<file path="config.mk">
export PLATFORM = sky130hd
export DESIGN_NAME = rsfl_cfg
export DESIGN_NICKNAME = d
export VERILOG_FILES = /design/src/rsfl_pkg.sv /design/src/rsfl_cfg.sv
export SDC_FILE = /design/constraint.sdc
export NUM_CORES = 1
export LEC_CHECK = 0
export BUFFER_PORTS_ARGS = -buffer_cell sky130_fd_sc_hd__buf_4
export CAP_MARGIN = 20
export CELL_PAD_IN_SITES_DETAIL_PLACEMENT = 2
export CELL_PAD_IN_SITES_GLOBAL_PLACEMENT = 2
export CORE_ASPECT_RATIO = 1.2
export CORE_UTILIZATION = 33
export CTS_CLUSTER_DIAMETER = 40
export DETAILED_ROUTE_END_ITERATION = 10
export PLACE_DENSITY = 0.87
export SYNTH_ARGS = -nofsm -noshare
export SYNTH_HDL_FRONTEND = slang
export SYNTH_SLANG_ARGS = --single-unit
</file>
<file path="constraint.sdc">
create_clock -name clk -period 1.2 [get_ports clk]
set_input_delay 0.06 -clock clk [delete_from_list [all_inputs] [get_ports clk]]
set_output_delay 0.06 -clock clk [all_outputs]
set_load 0.1 [all_outputs]
</file>
<file path="src/rsfl_pkg.sv">
`timescale 1ns / 1ps
// ----------------------------------------------------------------------------
// rsfl_pkg
// shared types and constants of the relocated symbol floor lookup
// ----------------------------------------------------------------------------
package rsfl_pkg;

	localparam int TABLE_DEPTH = 1024;
	localparam int ADDR_W      = 64;
	localparam int IDX_W       = $clog2(TABLE_DEPTH);
	localparam int CNT_W       = 11;
	localparam int CFG_DATA_W  = 64;
	localparam int CFG_ADDR_W  = 5;

	// opcodes of an input word
	localparam logic OP_WRITE  = 1'b0;
	localparam logic OP_LOOKUP = 1'b1;

	// register indexes
	localparam logic [1:0] REG_ENTRY_COUNT = 2'd0;
	localparam logic [1:0] REG_TEXT_ORIGIN = 2'd1;
	localparam logic [1:0] REG_RUN_BASE    = 2'd2;
	localparam logic [1:0] REG_RUN_END     = 2'd3;

	typedef struct packed {
		logic              opcode;
		logic [IDX_W-1:0]  entry_index;
		logic [ADDR_W-1:0] entry_value;
		logic [ADDR_W-1:0] lookup_address;
	} in_word_t;

	typedef struct packed {
		logic              hit;
		logic [IDX_W-1:0]  symbol_index;
		logic [ADDR_W-1:0] next_symbol_address;
	} out_word_t;

	typedef struct packed {
		logic [CNT_W-1:0]  entry_count;
		logic [ADDR_W-1:0] text_origin;
		logic [ADDR_W-1:0] run_base;
		logic [ADDR_W-1:0] run_end;
	} cfg_t;

	typedef enum logic [2:0] {
		ST_IDLE,
		ST_KEY,
		ST_ENDS,
		ST_PROBE_RD,
		ST_PROBE_CMP,
		ST_RB_SUB,
		ST_RB_ADD,
		ST_DONE
	} state_t;

	// controller to datapath
	typedef struct packed {
		logic write_entry;
		logic load_lookup;
		logic calc_key;
		logic rd_probe;
		logic set_miss;
		logic set_last;
		logic set_nomatch;
		logic set_found;
		logic narrow;
		logic rb_sub;
		logic rb_add;
	} dp_cmd_t;

	// datapath to controller
	typedef struct packed {
		logic key_lt_a;
		logic key_ge_b;
		logic found;
		logic lo_eq_hi;
	} dp_stat_t;

endpackage

</file>
<file path="src/rsfl_cfg.sv">
`timescale 1ns / 1ps
// ----------------------------------------------------------------------------
// rsfl_cfg
// apb register file: entry count, text origin, load base, load end
// ----------------------------------------------------------------------------
module rsfl_cfg (
	input  logic                                clk,
	input  logic                                arst_n,
	input  logic                                psel,
	input  logic                                penable,
	input  logic                                pwrite,
	input  logic [rsfl_pkg::CFG_ADDR_W-1:0]     paddr,
	input  logic [rsfl_pkg::CFG_DATA_W-1:0]     pwdata,
	output logic [rsfl_pkg::CFG_DATA_W-1:0]     prdata,
	output logic                                pready,
	output rsfl_pkg::cfg_t                      cfg
);
	import rsfl_pkg::*;

	cfg_t       cfg_q;
	logic       wr_en;
	logic [1:0] reg_sel;

	assign pready  = 1'b1;
	assign wr_en   = psel & penable & pwrite & pready;
	assign reg_sel = paddr[CFG_ADDR_W-1:3];

	always_ff @(posedge clk or negedge arst_n) begin
		if (!arst_n) begin
			cfg_q.entry_count <= CNT_W'(1);
			cfg_q.text_origin <= '0;
			cfg_q.run_base    <= '0;
			cfg_q.run_end     <= '0;
		end else if (wr_en) begin
			unique case (reg_sel)
				REG_ENTRY_COUNT: cfg_q.entry_count <= pwdata[CNT_W-1:0];
				REG_TEXT_ORIGIN: cfg_q.text_origin <= pwdata[ADDR_W-1:0];
				REG_RUN_BASE:    cfg_q.run_base    <= pwdata[ADDR_W-1:0];
				REG_RUN_END:     cfg_q.run_end     <= pwdata[ADDR_W-1:0];
				default: ;
			endcase
		end
	end

	always_comb begin
		prdata = '0;
		unique case (reg_sel)
			REG_ENTRY_COUNT: prdata = CFG_DATA_W'(cfg_q.entry_count);
			REG_TEXT_ORIGIN: prdata = CFG_DATA_W'(cfg_q.text_origin);
			REG_RUN_BASE:    prdata = CFG_DATA_W'(cfg_q.run_base);
			REG_RUN_END:     prdata = CFG_DATA_W'(cfg_q.run_end);
			default:         prdata = '0;
		endcase
	end

	assign cfg = cfg_q;

endmodule

</file>
==> results of run 1 <==
-- metrics by stage --
stage / setup TNS [ps] / cell area [um2] / hold slack, ps
floorplan: -8663 / 10260 / -235.6
global placement: -26720 / 14560 / -64.28
detailed placement: -35030 / 14560 / -59.75
-- synthesized netlist by cell type --
master / instances / area (um2)
mux2_1: 10 / 112.6
mux2_2: 246 / 2770
clkbuf_1: 11 / 41.29
buf_2: 8 / 40.04
buf_6: 17 / 191.4
buf_4: 6 / 45.04
nor3b_1: 1 / 7.510
a22o_1: 53 / 464.2
dfrtp_1: 202 / 5055
and3_4: 1 / 11.26
conb_1: 1 / 3.750
dfstp_2: 1 / 26.28
and3b_1: 1 / 8.760
nor2b_1: 1 / 6.260
nand3b_1: 1 / 7.510
mux4_2: 11 / 247.7
nand3_2: 1 / 10.01
-- kinds of logic after synthesis --
family,count (synthesis)
and+or+nand+nor,6
AOI/OAI and AO/OA,53
buffers and inverters,42
other,1
DFF,203
muxes,267
==> results.md, run 1 <==
* Clk sink count at just over 200
* Failed at: 4_1_cts
* Die Ht at approximately 180 um
* Total CTS buffers at 37
* Core Rows at 66
* Post-synthesis compound-gate area fraction at 0.05130
* Post-synthesis cell area at 0.009049 mm2
* Simple-Gate Fraction of Synth Area at 0.005669
* Initial Utilization at 0.3351
* Status: did not finish
* Halt Reason: [ERROR DPL-0033] detailed placement checks failed during check placement.
* Post-CTS setup buffer count at 53
* Clk root buf: clkbuf_16
* Port Buffers at 337
* Yosys synthesis warning count at 0
* Netlist cell types at 17
* I/O pin count at 342
* Syn_area_per_cell at 15.82 um2
* PostCTS Resize Cnt at about 900
* Cell count after placement at 1388
* Synth Instances at 572
* DP HPWL at roughly 29 mm
* Htree depth at 2
* Max clock buf depth at 3
* Mapped Nets at 646
* CTS Hold Bufs at 67
* XOR/XNOR Fraction of Synth Area at 0
* Place WS at -212.3 ps
* Die W at 153.2 um
* Sequential share of the synthesized area at 0.5615
* Synth Area in Adders at 0
* RePlAce Congestion at 0.7811
* Mux cell area share after synthesis at 0.3460
* Largest family of logic cells by synthesized area: multiplexers
* Seq cells post-synth at 203
==> run 2: changes to the inputs <==
- CELL_PAD_IN_SITES_DETAIL_PLACEMENT: 2 -> not set
- CELL_PAD_IN_SITES_GLOBAL_PLACEMENT: 2 -> not set
- CORE_ASPECT_RATIO: 1.2 -> not set
- CORE_UTILIZATION: 33 -> 26
- CTS_CLUSTER_DIAMETER: 40 -> not set
- PLACE_DENSITY: 0.87 -> not set
- PLACE_DENSITY_LB_ADDON: not set -> 0.15
==> run 2 against run 1 <==
The flow now finishes, with violations (setup timing). Synthesized area did not move. Synthesized cell count is the same.
==> results.md, run 2 <==
* Status: finished with violations (was did not finish)
* Failing checks: setup timing
* Htree depth at 1 (was 2)
* Seq cells post-synth at 203 (unchanged)
* Critical path type: register to output pin
* Number of nets with antenna violations after routing at 0
* Initial antenna violation count at 0
* DRT Pass-1 Iters at 4
* Final Util at 0.5958
* Storage cell area at 0.005648 mm2
* First-pass GRT wire length at 51.41 mm
* Commonest cells in the synthesized netlist: mux2_2 (246), dfrtp_1 (202), a22o_1 (53) (unchanged)
* Finish-stage setup viols at 223
* GRT overflow at 0
* Final period util at 1.466
* Most frequent cells in the layout: buf_12 (277), mux2_2 (193), buf_6 (166)
* Mapped Nets at 646 (unchanged)
* Setup TNS Final at -54010 ps
* Layout Nets at around 1200
* Post-DP Area at 0.01455 mm2 (was 0.01456 mm2)
* Fillers at 2554
* Post-synthesis cell area at 0.009049 mm2 (unchanged)
* Area leader, netlist: dfrtp_1 (unchanged)
* Cell with the most instances after synthesis: mux2_2 (unchanged)
* Leakage at 8.820 nW
* Worst setup SP type: register
* Port Buffers at 337 (unchanged)
* Clk_lat worst skew at roughly 520 ps
* Final Worst Setup Slack at -559.2 ps
* Worst VDD drop at 1.553 mV
* GRT Total Usage at 0.1854
* Netlist cell types at 17 (unchanged)
* Die W at 188.6 um (was 153.2 um)
* Via/cell ratio at 4.542
* Minimum clock period after layout at 1759 ps
* Initial Utilization at 0.2672 (was 0.3351)
* Post-synth ARST share at 1.000 (unchanged)
* Final Cell Area at 0.02018 mm2
* Die Ht at 188.6 um (was 183.4 um)
* Routed vias at 7395
* Vias in the first global route at 8385
* Share of layout cells above drive strength 1 at 0.9305
* R2r worst-path depth at 3
* Critical Path RT at approximately 1100 ps
* Share of Yosys cell area claimed by the top area cell type at 0.5586 (unchanged)
* Crit end category: output pin
* DP HPWL at 21.43 mm (was 29.49 mm)
* Hold WC Path Type: input port to async pin
* Clock skew at 0 ps
* Area of the multi-input gates at 0.004337 mm2
* Commonest non-fill, non-tap cell in the layout: buf_12
* Post-synth EDFFs at 0 (unchanged)
* CP max FO at 3
* Unrepaired setup endpoints after global routing: yes
* Core Rows at 67 (was 66)
* Leading post-synthesis cells by cell area: dfrtp_1 (56%), mux2_2 (31%), a22o_1 (5.1%) (unchanged)
* Initial DRC Count at 161
* Max Slew Vio Count at 0
* Clk root buf: clkbuf_16 (unchanged)
* MaxCap Viol Count at 0
* RePlAce Congestion at 0.7346 (was 0.7811)
* Syn_area_per_cell at 15.82 um2 (unchanged)
* Core ar. at 0.03387 mm2
* Yosys synthesis warning count at 0 (unchanged)
* Total wire length at 33.24 mm
* DRC violations left at 0
* Critical path arrival at 1700 ps
* Ys flop type: dfrtp_1 (unchanged)
* Clk sink count at 203 (unchanged)
* Drt wl/cell at 20.41 um
* Fmax at ~0.57 GHz
* Ant. Diodes at 0
* Largest register FFs at approximately 200
* Sequential share of the synthesized area at 0.5615 (unchanged)
* Largest net degree at the start of global routing at 43
* DIE AREA at 0.03555 mm2
* Clk slew on worst S/H paths at 60 ps
* Hold Violations, Final at 0
* Synth Instances at 572 (unchanged)
* Max clock buf depth at 3 (unchanged)
* Layout area overhead at 123.0%
* Pwr dens at 2526 mW/mm2
* Total CTS buffers at 25 (was 37)
* I/O pin count at 342 (unchanged)
* CTS tree: done
* Min Hold Slack at 1.647 ps
## run 2: cell counts after synthesis
Identical to the previous run, type by type.
## run 2: through the flow
step                setup WS, ps  power, mW  cells
floorplan                 -264.1      29.11    572
global placement          -199.7      35.38   1485
detailed placement        -209.7      35.45   1485
CTS                       -585.8      50.57   1595
global route              -609.3      52.50   1628
finish                    -559.2      50.96   1628
## run 2: report_power, final
part | internal, mW | total, mW | switching (mW) | leakage (nW)
combinational | 13.1 | 32.7 | 19.5 | 6.18
clock | 4.53 | 7.48 | 2.95 | 0.391
sequential | 9.21 | 10.8 | 1.59 | 2.25
total | 26.9 | 51.0 | 24.1 | 8.82
## run 2: repair_timing
| item | CTS | global route |
|---|---|---|
| resized for setup | 918 | 73 |
| buffers inserted | 3 | 75 |
| endpoints found under the setup margin | 267 | 281 |
| hold buffers | 66 | 0 |
| endpoints found under the hold margin | 406 | 0 |
| pin swaps | 1 | 0 |
## run 2: cell type report
class	count	share of cell area
repair buffers	609	0.4376
flip-flops and latches	203	0.2799
multi-input cells	327	0.2149
clock buffers	35	0.03534
well taps	448	0.02778
clock inverters	6	0.004465
## run 2: routing by layer
metal / global-route usage / up-vias / wire (um)
li1: - / 3335 / -
met1: 0.2238 / 3787 / 13150
met2: 0.3228 / 242 / 17010
met3: 0.05737 / 31 / 2424
met4: 0.03846 / 0 / 653
met5: 0 / - / 0
## run 2: cell families (layout without fill, tap and decap cells)
| logic type | count (synthesis) | in the layout | synth area share |
|---|---|---|---|
| muxes | 267 | 267 | 0.3460 |
| DFF | 203 | 203 | 0.5615 |
| AOI/OAI and AO/OA | 53 | 53 | 0.05130 |
| buffers and inverters | 42 | 650 | 0.03512 |
| and+or+nand+nor | 6 | 6 | 0.005670 |
| other | 1 | 1 | 0.0004144 |
## run 2: path summary, 6_finish.rpt
path	start	end	slack, ps
min in group clk	paddr[4]	cfg[192]	210
min reg2reg	cfg[193]	cfg[193]	570
max reg2reg	cfg[97]	cfg[97]	90
min	arst_n	cfg[138]	2
max in group asynchronous	arst_n	cfg[125]	570
max	cfg[192]	prdata[0]	-560
## run 2: critical path: stages, from the launching register on
cell and delay (ps):
dfstp_4 470, mux4_2 510, buf_12 190
(Power assumes the default switching activity.)
