==> src/rsfl_pkg.sv <==
`timescale 1ns / 1ps
// ----------------------------------------------------------------------------
// rsfl_pkg
// shared types and constants of the relocated symbol floor lookup
// ----------------------------------------------------------------------------
package rsfl_pkg;

	localparam int TABLE_DEPTH = 1024;
	localparam int ADDR_W      = 64;
	localparam int IDX_W       = $clog2(TABLE_DEPTH);
	localparam int CNT_W       = 11;
	localparam int CFG_DATA_W  = 64;
	localparam int CFG_ADDR_W  = 5;

	// opcodes of an input word
	localparam logic OP_WRITE  = 1'b0;
	localparam logic OP_LOOKUP = 1'b1;

	// register indexes
	localparam logic [1:0] REG_ENTRY_COUNT = 2'd0;
	localparam logic [1:0] REG_TEXT_ORIGIN = 2'd1;
	localparam logic [1:0] REG_RUN_BASE    = 2'd2;
	localparam logic [1:0] REG_RUN_END     = 2'd3;

	typedef struct packed {
		logic              opcode;
		logic [IDX_W-1:0]  entry_index;
		logic [ADDR_W-1:0] entry_value;
		logic [ADDR_W-1:0] lookup_address;
	} in_word_t;

	typedef struct packed {
		logic              hit;
		logic [IDX_W-1:0]  symbol_index;
		logic [ADDR_W-1:0] next_symbol_address;
	} out_word_t;

	typedef struct packed {
		logic [CNT_W-1:0]  entry_count;
		logic [ADDR_W-1:0] text_origin;
		logic [ADDR_W-1:0] run_base;
		logic [ADDR_W-1:0] run_end;
	} cfg_t;

	typedef enum logic [2:0] {
		ST_IDLE,
		ST_KEY,
		ST_ENDS,
		ST_PROBE_RD,
		ST_PROBE_CMP,
		ST_RB_SUB,
		ST_RB_ADD,
		ST_DONE
	} state_t;

	// controller to datapath
	typedef struct packed {
		logic write_entry;
		logic load_lookup;
		logic calc_key;
		logic rd_probe;
		logic set_miss;
		logic set_last;
		logic set_nomatch;
		logic set_found;
		logic narrow;
		logic rb_sub;
		logic rb_add;
	} dp_cmd_t;

	// datapath to controller
	typedef struct packed {
		logic key_lt_a;
		logic key_ge_b;
		logic found;
		logic lo_eq_hi;
	} dp_stat_t;

endpackage

==> src/rsfl_ctrl.sv <==
`timescale 1ns / 1ps
// ----------------------------------------------------------------------------
// rsfl_ctrl
// sequencer of the lookup: relocation, end checks, probe loop, back-relocation
// ----------------------------------------------------------------------------
module rsfl_ctrl (
	input  logic               clk,
	input  logic               arst_n,
	input  logic               start,
	input  logic               opcode,
	input  rsfl_pkg::dp_stat_t stat,
	output rsfl_pkg::dp_cmd_t  cmd,
	output logic               busy,
	output logic               out_strobe
);
	import rsfl_pkg::*;

	state_t state_q;
	state_t state_d;
	logic   accept;

	assign busy   = (state_q != ST_IDLE);
	assign accept = start & ~busy;

	always_ff @(posedge clk or negedge arst_n) begin
		if (!arst_n) begin
			state_q <= ST_IDLE;
		end else begin
			state_q <= state_d;
		end
	end

	always_comb begin
		state_d    = state_q;
		cmd        = '0;
		out_strobe = 1'b0;
		unique case (state_q)
			ST_IDLE: begin
				if (accept) begin
					if (opcode == OP_LOOKUP) begin
						cmd.load_lookup = 1'b1;
						state_d         = ST_KEY;
					end else begin
						cmd.write_entry = 1'b1;
					end
				end
			end
			ST_KEY: begin
				cmd.calc_key = 1'b1;
				state_d      = ST_ENDS;
			end
			ST_ENDS: begin
				if (stat.key_lt_a) begin
					cmd.set_miss = 1'b1;
					state_d      = ST_RB_SUB;
				end else if (stat.key_ge_b) begin
					cmd.set_last = 1'b1;
					state_d      = ST_DONE;
				end else begin
					state_d = ST_PROBE_RD;
				end
			end
			ST_PROBE_RD: begin
				if (stat.lo_eq_hi) begin
					cmd.set_nomatch = 1'b1;
					state_d         = ST_DONE;
				end else begin
					cmd.rd_probe = 1'b1;
					state_d      = ST_PROBE_CMP;
				end
			end
			ST_PROBE_CMP: begin
				if (stat.found) begin
					cmd.set_found = 1'b1;
					state_d       = ST_RB_SUB;
				end else begin
					cmd.narrow = 1'b1;
					state_d    = ST_PROBE_RD;
				end
			end
			ST_RB_SUB: begin
				cmd.rb_sub = 1'b1;
				state_d    = ST_RB_ADD;
			end
			ST_RB_ADD: begin
				cmd.rb_add = 1'b1;
				state_d    = ST_DONE;
			end
			ST_DONE: begin
				out_strobe = 1'b1;
				state_d    = ST_IDLE;
			end
			default: state_d = ST_IDLE;
		endcase
	end

endmodule

==> config.mk <==
export PLATFORM = sky130hd
export DESIGN_NAME = rsfl_ctrl
export DESIGN_NICKNAME = d
export VERILOG_FILES = /design/src/rsfl_pkg.sv /design/src/rsfl_ctrl.sv
export SDC_FILE = /design/constraint.sdc
export NUM_CORES = 1
export LEC_CHECK = 0
export BUFFER_PORTS_ARGS = -buffer_cell sky130_fd_sc_hd__buf_2
export CORE_AREA = 10 10 47 49
export DETAILED_ROUTE_END_ITERATION = 7
export DIE_AREA = 0 0 57 59
export PLACE_DENSITY = 0.53
export SYNTH_ARGS = -nofsm -noshare
export SYNTH_HDL_FRONTEND = slang
export SYNTH_SLANG_ARGS = --single-unit
==> constraint.sdc <==
create_clock -name clk -period 1.1 [get_ports clk]
set_input_delay 0.055 -clock clk [delete_from_list [all_inputs] [get_ports clk]]
set_output_delay 0.055 -clock clk [all_outputs]
set_load 0.1 [all_outputs]
# Yosys cells after proc, flatten, opt, wreduce, memory -nomap -nowiden
# Index checks and enable logic that the tools add are counted.
[classes] mux=26 n_eq_ne=9 bitwise=2 reduce_logical=3
[ops] cell="$pmux 3 s8" n=1
[ops] cell="$mux 1" n=15
[ops] cell="$mux 3" n=5
[ops] cell="$eq 3x3->1 const B" n=4
[ops] cell="$mux 2" n=5
[ops] cell="$eq 3x2->1 const B" n=2
[ops] cell="$ne 2x2->1 const B" n=2
[ops] cell="$eq 3x1->1 const B" n=1
[ops] cell="$logic_not 3->1" n=1
[ops] cell="$reduce_bool 3->1" n=1
[ops] cell="$reduce_and 2->1" n=1
[ops] cell="$and 1x1->1" n=1
[ops] cell="$not 1->1" n=1
[word_totals] in_bits=8 wordCells=41 ff_bits=3

# Logic depth before layout (Yosys ltp)
# Gate-level depths: netlist of run 1.
[depth] ltp_word=5 depth_mapped=4

# Worst setup path after synthesis of run 1
# OpenSTA, ideal clock, no wires.
[synth_timing] kind="register to output" from="register state_q[0]" to="output port cmd[2] (netlist bit)" path_slack_ns=-2.431 required_time_ns=1.045 arrival_ns=3.476 stages_incl_launch_ff=3 n_path_buf=1 path_cell_list="dfrtp_1 > buf_6 > nor4_1"
[synth_lines] element="from (decl)" line_no="rsfl_ctrl.sv:18" rtl="state_t state_q;"
[synth_lines] element="from (signal assigned)" line_no="rsfl_ctrl.sv:29" rtl="state_q <= state_d;"
[synth_lines] element="to (decl)" line_no="rsfl_ctrl.sv:12" rtl="output rsfl_pkg::dp_cmd_t cmd,"

==> results.md, run 1 <==
* Outcome: finished with violations
* Failing checks: setup timing
* Fill cells at just over 90
* CP max FO at 6
* Highest clock rate at 0.6863 GHz
* Synth area leaders: dfrtp_1, buf_6, nor3b_2
* Post-synthesis register bit count at 3
* CTS H-tree depth at 1
* Yosys warnings at 0
* Final Max Slew Viols at 0
* EDFF count, synth at 0
* Final setup fails at 16
* Inserted Clock Buffers at 3
* Setup WS post-layout at -0.3570 ns
* Clk sinks at 3
* Ports at 21
* Top flop regs: state_q (3)
* Cell variety after synth at 20
* Layout Cell Area excl Fill at 0.001027 mm²
* Initial core utilization at 22.86%
* Seq/Total Area, Yosys at 23.44%
* Reg clk slew, reported paths at 0.04 ns
* Die width at 57 µm
* Mapped Cells at 36
* Top cell type's share of synthesized area at between 20% and 30%
* DP Wirelength at a little over 1000 µm
* Req. time, crit path at 1.04 ns
* Crit. End Element: primary output
* Antenna viol nets, final at 0
* Core Region at 0.001401 mm²
* Port bufs at 20
* Number of remaining DRC errors at 0
* Worst skew pair latency at 0.24 ns
* Row count at 14
* Period minus WS final at 1.457 ns
* Clock Skew at just under 0.005 ns
* Multi-input logic area at 345.3 µm²
* Drt first-iter violations at 0
* Final Util at 73.30%
* CTS Buffer Depth at 2
* Setup TNS at -4.179 ns
* Reg with most FFs: state_q
* First-pass GRT wire length at between 2000 and 2500 µm
* Area leader, netlist: dfrtp_1
* Layout cells sized above 1 at between 80 and 90%
* Root Driver: clkbuf_4
* Final #Nets at 86
* Antenna Cells at 0
* Routability cong. at 0.7672
* Grt ovf at 0
* Mapped Nets at 44
* Ys async rst share at 100.0%
* Aggregate global-route resource usage at under 10%
* # Max-Cap Violations at 0
* Register area at 77.57 µm²
* Final Cycle Share at 132.5%
* Routed vias/inst at 4.753
* Most used standard cell by instance count after synthesis: nor2_1
* Detailed Routing Iterations Pass 1 at 1
* Most used flip-flop cell after synthesis: dfrtp_1
* Mapped cell area at 320.3 µm²
* Initial antenna violation count at 0
* Chip height at 59 µm
* Die ar. at approximately 0.0034 mm²
* Synth top cells by count: nor2_1, buf_6, dfrtp_1, nand2_1
* CTS tree: done
* Largest net degree at the start of global routing at 10
* Hold Vio Cnt, Final at 0
* Largest register FFs at 3
* Min-delay worst type: in -> reg
* RSZ-0062 raised after global routing: true
* Area growth syn-to-layout at 220.7%
* Routed vias at 442
* Post-DR wirelength/cell at ~14 µm
* Routed WL at 1318 µm
* Startpoint types: flip-flop
* Syn Area/Cell at between 8 and 9 µm²
* Critical path type: reg -> out
* Critical Path AT at around 1.4 ns
* Slew @ Worst Pin at 0.3128 ns
* Placed inst area at approximately 840 µm²
* Slew Limit Headroom at 79.10%
* Vias in the first global route at 452
-- worst max-delay path, stage by stage (launching register included) --
cell and delay [ns]:
dfrtp_2 0.45, buf_6 0.15, nor4_4 0.34, buf_12 0.22
-- area by class of cell --
class | instances | share of cell area, %
multi-input combinational | 27 | 33.62
timing repair buffer | 40 | 51.77
clock buffer | 4 | 2.558
tap | 16 | 1.949
inverter | 3 | 2.558
sequential | 3 | 7.552
-- cell usage in the layout (no fill, tap or decap), types with 2 or more instances in the layout --
cell	Yosys	layout
buf_12	0	15
buf_4	0	8
buf_2	0	7
buf_6	3	7
nor2_4	0	4
nor3b_4	0	3
nor4_4	1	3
clkbuf_4	0	3
nand2b_4	0	2
nor3_4	0	2
nor2_1	6	2
dfrtp_2	0	2
-- final timing paths --
path                                         from                     end  slack, ns  depth (start not counted)
min in group asynchronous                  arst_n  state_q[0]$_DFFE_PN0P_       0.14                          2
max in group asynchronous                  arst_n  state_q[1]$_DFFE_PN0P_       0.83                          2
min                                       stat[0]  state_q[0]$_DFFE_PN0P_       0.13                          3
max                        state_q[0]$_DFFE_PN0P_                  cmd[3]      -0.36                          3
max reg2reg                state_q[2]$_DFFE_PN0P_  state_q[1]$_DFFE_PN0P_      -0.22                          5
min reg2reg                state_q[0]$_DFFE_PN0P_  state_q[0]$_DFFE_PN0P_       0.66                          2
-- repair_timing --
item / CTS / global route
cloned: 1 / 0
hold buffers: 1 / 0
endpoints found under the hold margin: 3 / 0
endpoints found under the setup margin: 15 / 16
pin swaps: 9 / 6
gates resized for setup: 10 / 8
buffers inserted: 4 / 4
-- routing by layer --
layer,vias up,track usage [%],routed length (µm)
li1,212,-,-
met4,0,7.047,17
met5,-,0,0
met2,15,13.64,729
met3,2,4.292,99
met1,213,7.390,471
-- logic make-up after synthesis --
group / synth area share, %
simple gates: 51.95
buf+inv: 15.63
compound gates: 8.985
flops: 23.44
-- through the flow --
stage / hold WS [ns] / worst slack [ns] / instances
6_report: 0.1300 / -0.3570 / 93
5_1_grt: 0.1473 / -0.4039 / 93
4_1_cts: 0.1264 / -0.3614 / 90
3_5_place_dp: -0.1451 / -0.1602 / 80
3_3_place_gp: -0.1467 / -0.1337 / 80
2_1_floorplan: -0.2406 / -0.6162 / 36
Power of run 1 is left out: the tool's default activity adds up to more than one toggle a clock period on the data nets, which glitch-free logic cannot reach.
==> inputs of run 2 (changes only) <==
--- a/config.mk
+++ b/config.mk
@@ -9,6 +9,8 @@
 export CORE_AREA = 10 10 47 49
 export DETAILED_ROUTE_END_ITERATION = 7
 export DIE_AREA = 0 0 57 59
+export GPL_TIMING_DRIVEN = 0
+export MAX_ROUTING_LAYER = met4
 export PLACE_DENSITY = 0.53
 export SYNTH_ARGS = -nofsm -noshare
 export SYNTH_HDL_FRONTEND = slang
==> run 2 against run 1 <==
  * The flow still finishes with violations (setup timing)
  * Cell area down 10%
  * Global-route usage down 0.65 points
  * First-iteration DRC count unchanged
  * Utilization down 7.6 points
  * Highest routed layer unchanged
  * Worst hold slack better by 0.0040 ns
  * Register-to-register slack better by 0.05 ns
  * Final cell count down 6.5%
==> results.md, run 2 (synthesis gave the netlist of run 1 again) <==
* Failing checks: setup timing (unchanged)
* DP Wirelength at 790.8 µm (was 1016 µm)
* Initial antenna violation count at 0 (unchanged)
* Period minus WS final at 1.463 ns (was 1.457 ns)
* Vias in the first global route at 446 (was 452)
* Slew Limit Headroom at 82.87% (was 79.10%)
* CTS H-tree depth at 1 (unchanged)
* Routed vias/inst at 4.621 (was 4.753)
* Clk sinks at 3 (unchanged)
* Chip height at 59 µm (unchanged)
* Final Cycle Share at 133.0% (was 132.5%)
* Die ar. at 0.003363 mm² (unchanged)
* Largest net degree at the start of global routing at 11 (was 10)
* Hold slack at 0.1340 ns (was 0.1300 ns)
* Inserted Clock Buffers at 3 (unchanged)
* Core Region at 0.001401 mm² (unchanged)
* Worst skew pair latency at 0.24 ns (about the same)
* Top flop regs: state_q (3) (unchanged)
* Initial core utilization at 22.86% (unchanged)
* First-pass GRT wire length at 1932 µm (was 2118 µm)
* Worst r2r path cells at 5 (unchanged)
* Placed insts at 72 (was 80)
* Outcome: finished with violations (unchanged)
* Grt ovf at 0 (unchanged)
* Critical Path AT at 1.41 ns (was 1.40 ns)
* Req. time, crit path at 1.04 ns (about the same)
* Critical path type: reg -> out (unchanged)
* Fill cells at 117 (was 92)
* Commonest non-fill, non-tap cells in the layout: buf_12, buf_2, buf_4 (was buf_12, buf_4, buf_2, buf_6, nor2_4)
* Root Driver: clkbuf_4 (unchanged)
* CTS Buffer Depth at 2 (unchanged)
* Antenna Cells at 0 (unchanged)
* CTS tree: done (unchanged)
* Min-delay worst type: in -> async (was in -> reg)
* Drt first-iter violations at 0 (unchanged)
* FF-to-FF End: state_q[2]$_DFFE_PN0P_ (was state_q[1]$_DFFE_PN0P_)
* FF-to-FF setup slack at -0.17 ns (was -0.22 ns)
* # Max-Cap Violations at 0 (unchanged)
* Number of remaining DRC errors at 0 (unchanged)
* Placed inst area at 575.6 µm² (was 840.8 µm²)
* Cell Count, Final, Fillers Out at 87 (was 93)
* Final setup fails at 15 (was 16)
* Layout Cell Area excl Fill at 920.9 µm² (was 0.001027 mm²)
* Hold Vio Cnt, Final at 0 (unchanged)
* RSZ-0062 raised after global routing: true (unchanged)
* Routed WL at 1262 µm (was 1318 µm)
* Reg clk slew, reported paths at 0.04 ns (about the same)
* R2r startpoint: state_q[2]$_DFFE_PN0P_ (unchanged)
* Register area at 76.32 µm² (was 77.57 µm²)
* Reg with most FFs: state_q (unchanged)
* Routed vias at 402 (was 442)
* Aggregate global-route resource usage at 7.617% (was 8.265%)
* Multi-input logic area at 354.1 µm² (was 345.3 µm²)
* Setup WS post-layout at -0.3635 ns (was -0.3570 ns)
* Die width at 57 µm (unchanged)
* Largest register FFs at 3 (unchanged)
* Layout cells sized above 1 at 84.51% (was 87.01%)
* Post-DR wirelength/cell at 14.51 µm (was 14.17 µm)
* Clock Skew at 0.003086 ns (was 0.004852 ns)
* Antenna viol nets, final at 0 (unchanged)
* CP max FO at 5 (was 6)
* Row count at 14 (unchanged)
* Highest clock rate at 0.6833 GHz (was 0.6863 GHz)
* Slew @ Worst Pin at 0.2570 ns (was 0.3128 ns)
* Crit. End Element: primary output (unchanged)
* Commonest non-fill, non-tap cell in the layout: buf_12 (unchanged)
* Area growth syn-to-layout at 187.5% (was 220.7%)
* Final Max Slew Viols at 0 (unchanged)
* Detailed Routing Iterations Pass 1 at 1 (unchanged)
* Routability cong. at 0.6842 (was 0.7672)
* Ports at 21 (unchanged)
* Post-placement worst setup slack at -0.3891 ns (was -0.1602 ns)
* Final #Nets at 80 (was 86)
* Port bufs at 20 (unchanged)
* CP startpoint: state_q[0]$_DFFE_PN0P_ (unchanged)
* Startpoint types: flip-flop (unchanged)
==> run 2: how the worst max path moves through the flow <==
stage,depth (start not counted),to
6_report,3,cmd[2]
2_1_floorplan,2,cmd[2]
5_1_grt,4,cmd[9]
3_5_place_dp,5,cmd[10]
3_3_place_gp,5,cmd[10]
4_1_cts,4,cmd[9]
==> run 2: per-stage QoR <==
stage               TNS, ns  util, %
floorplan            -4.550        -
global placement     -2.868    41.07
detailed placement   -2.923    41.07
CTS                  -3.852    60.71
global route         -5.209    65.71
finish               -4.201    65.71
==> run 2: layout make-up <==
class	instances	area share (%)
Buffer	3	5.027
Timing Repair Buffer	31	40.63
Tap cell	16	2.174
Clock buffer	4	2.853
Multi-Input combinational cell	27	38.45
Inverter	3	2.582
Sequential cell	3	8.288
==> run 2: metal layers <==
layer	wire length, µm	track usage, %
met5	0	-
met1	477	7.297
met3	112	4.506
met2	662	11.94
met4	10	4.027
==> run 2: timing repair <==
item / CTS / global route
hold buffers: 1 / 0
gates resized for setup: 52 / 8
buffers inserted: 6 / 4
endpoints found under the hold margin: 3 / 0
pin swaps: 4 / 7
endpoints found under the setup margin: 14 / 16
==> run 2: worst max-delay path: stages (launching register included) <==
cell	delay, ns
dfrtp_2	0.46
buf_8	0.16
nor4_4	0.28
buf_6	0.26
Power of run 2 is left out for the same reason.
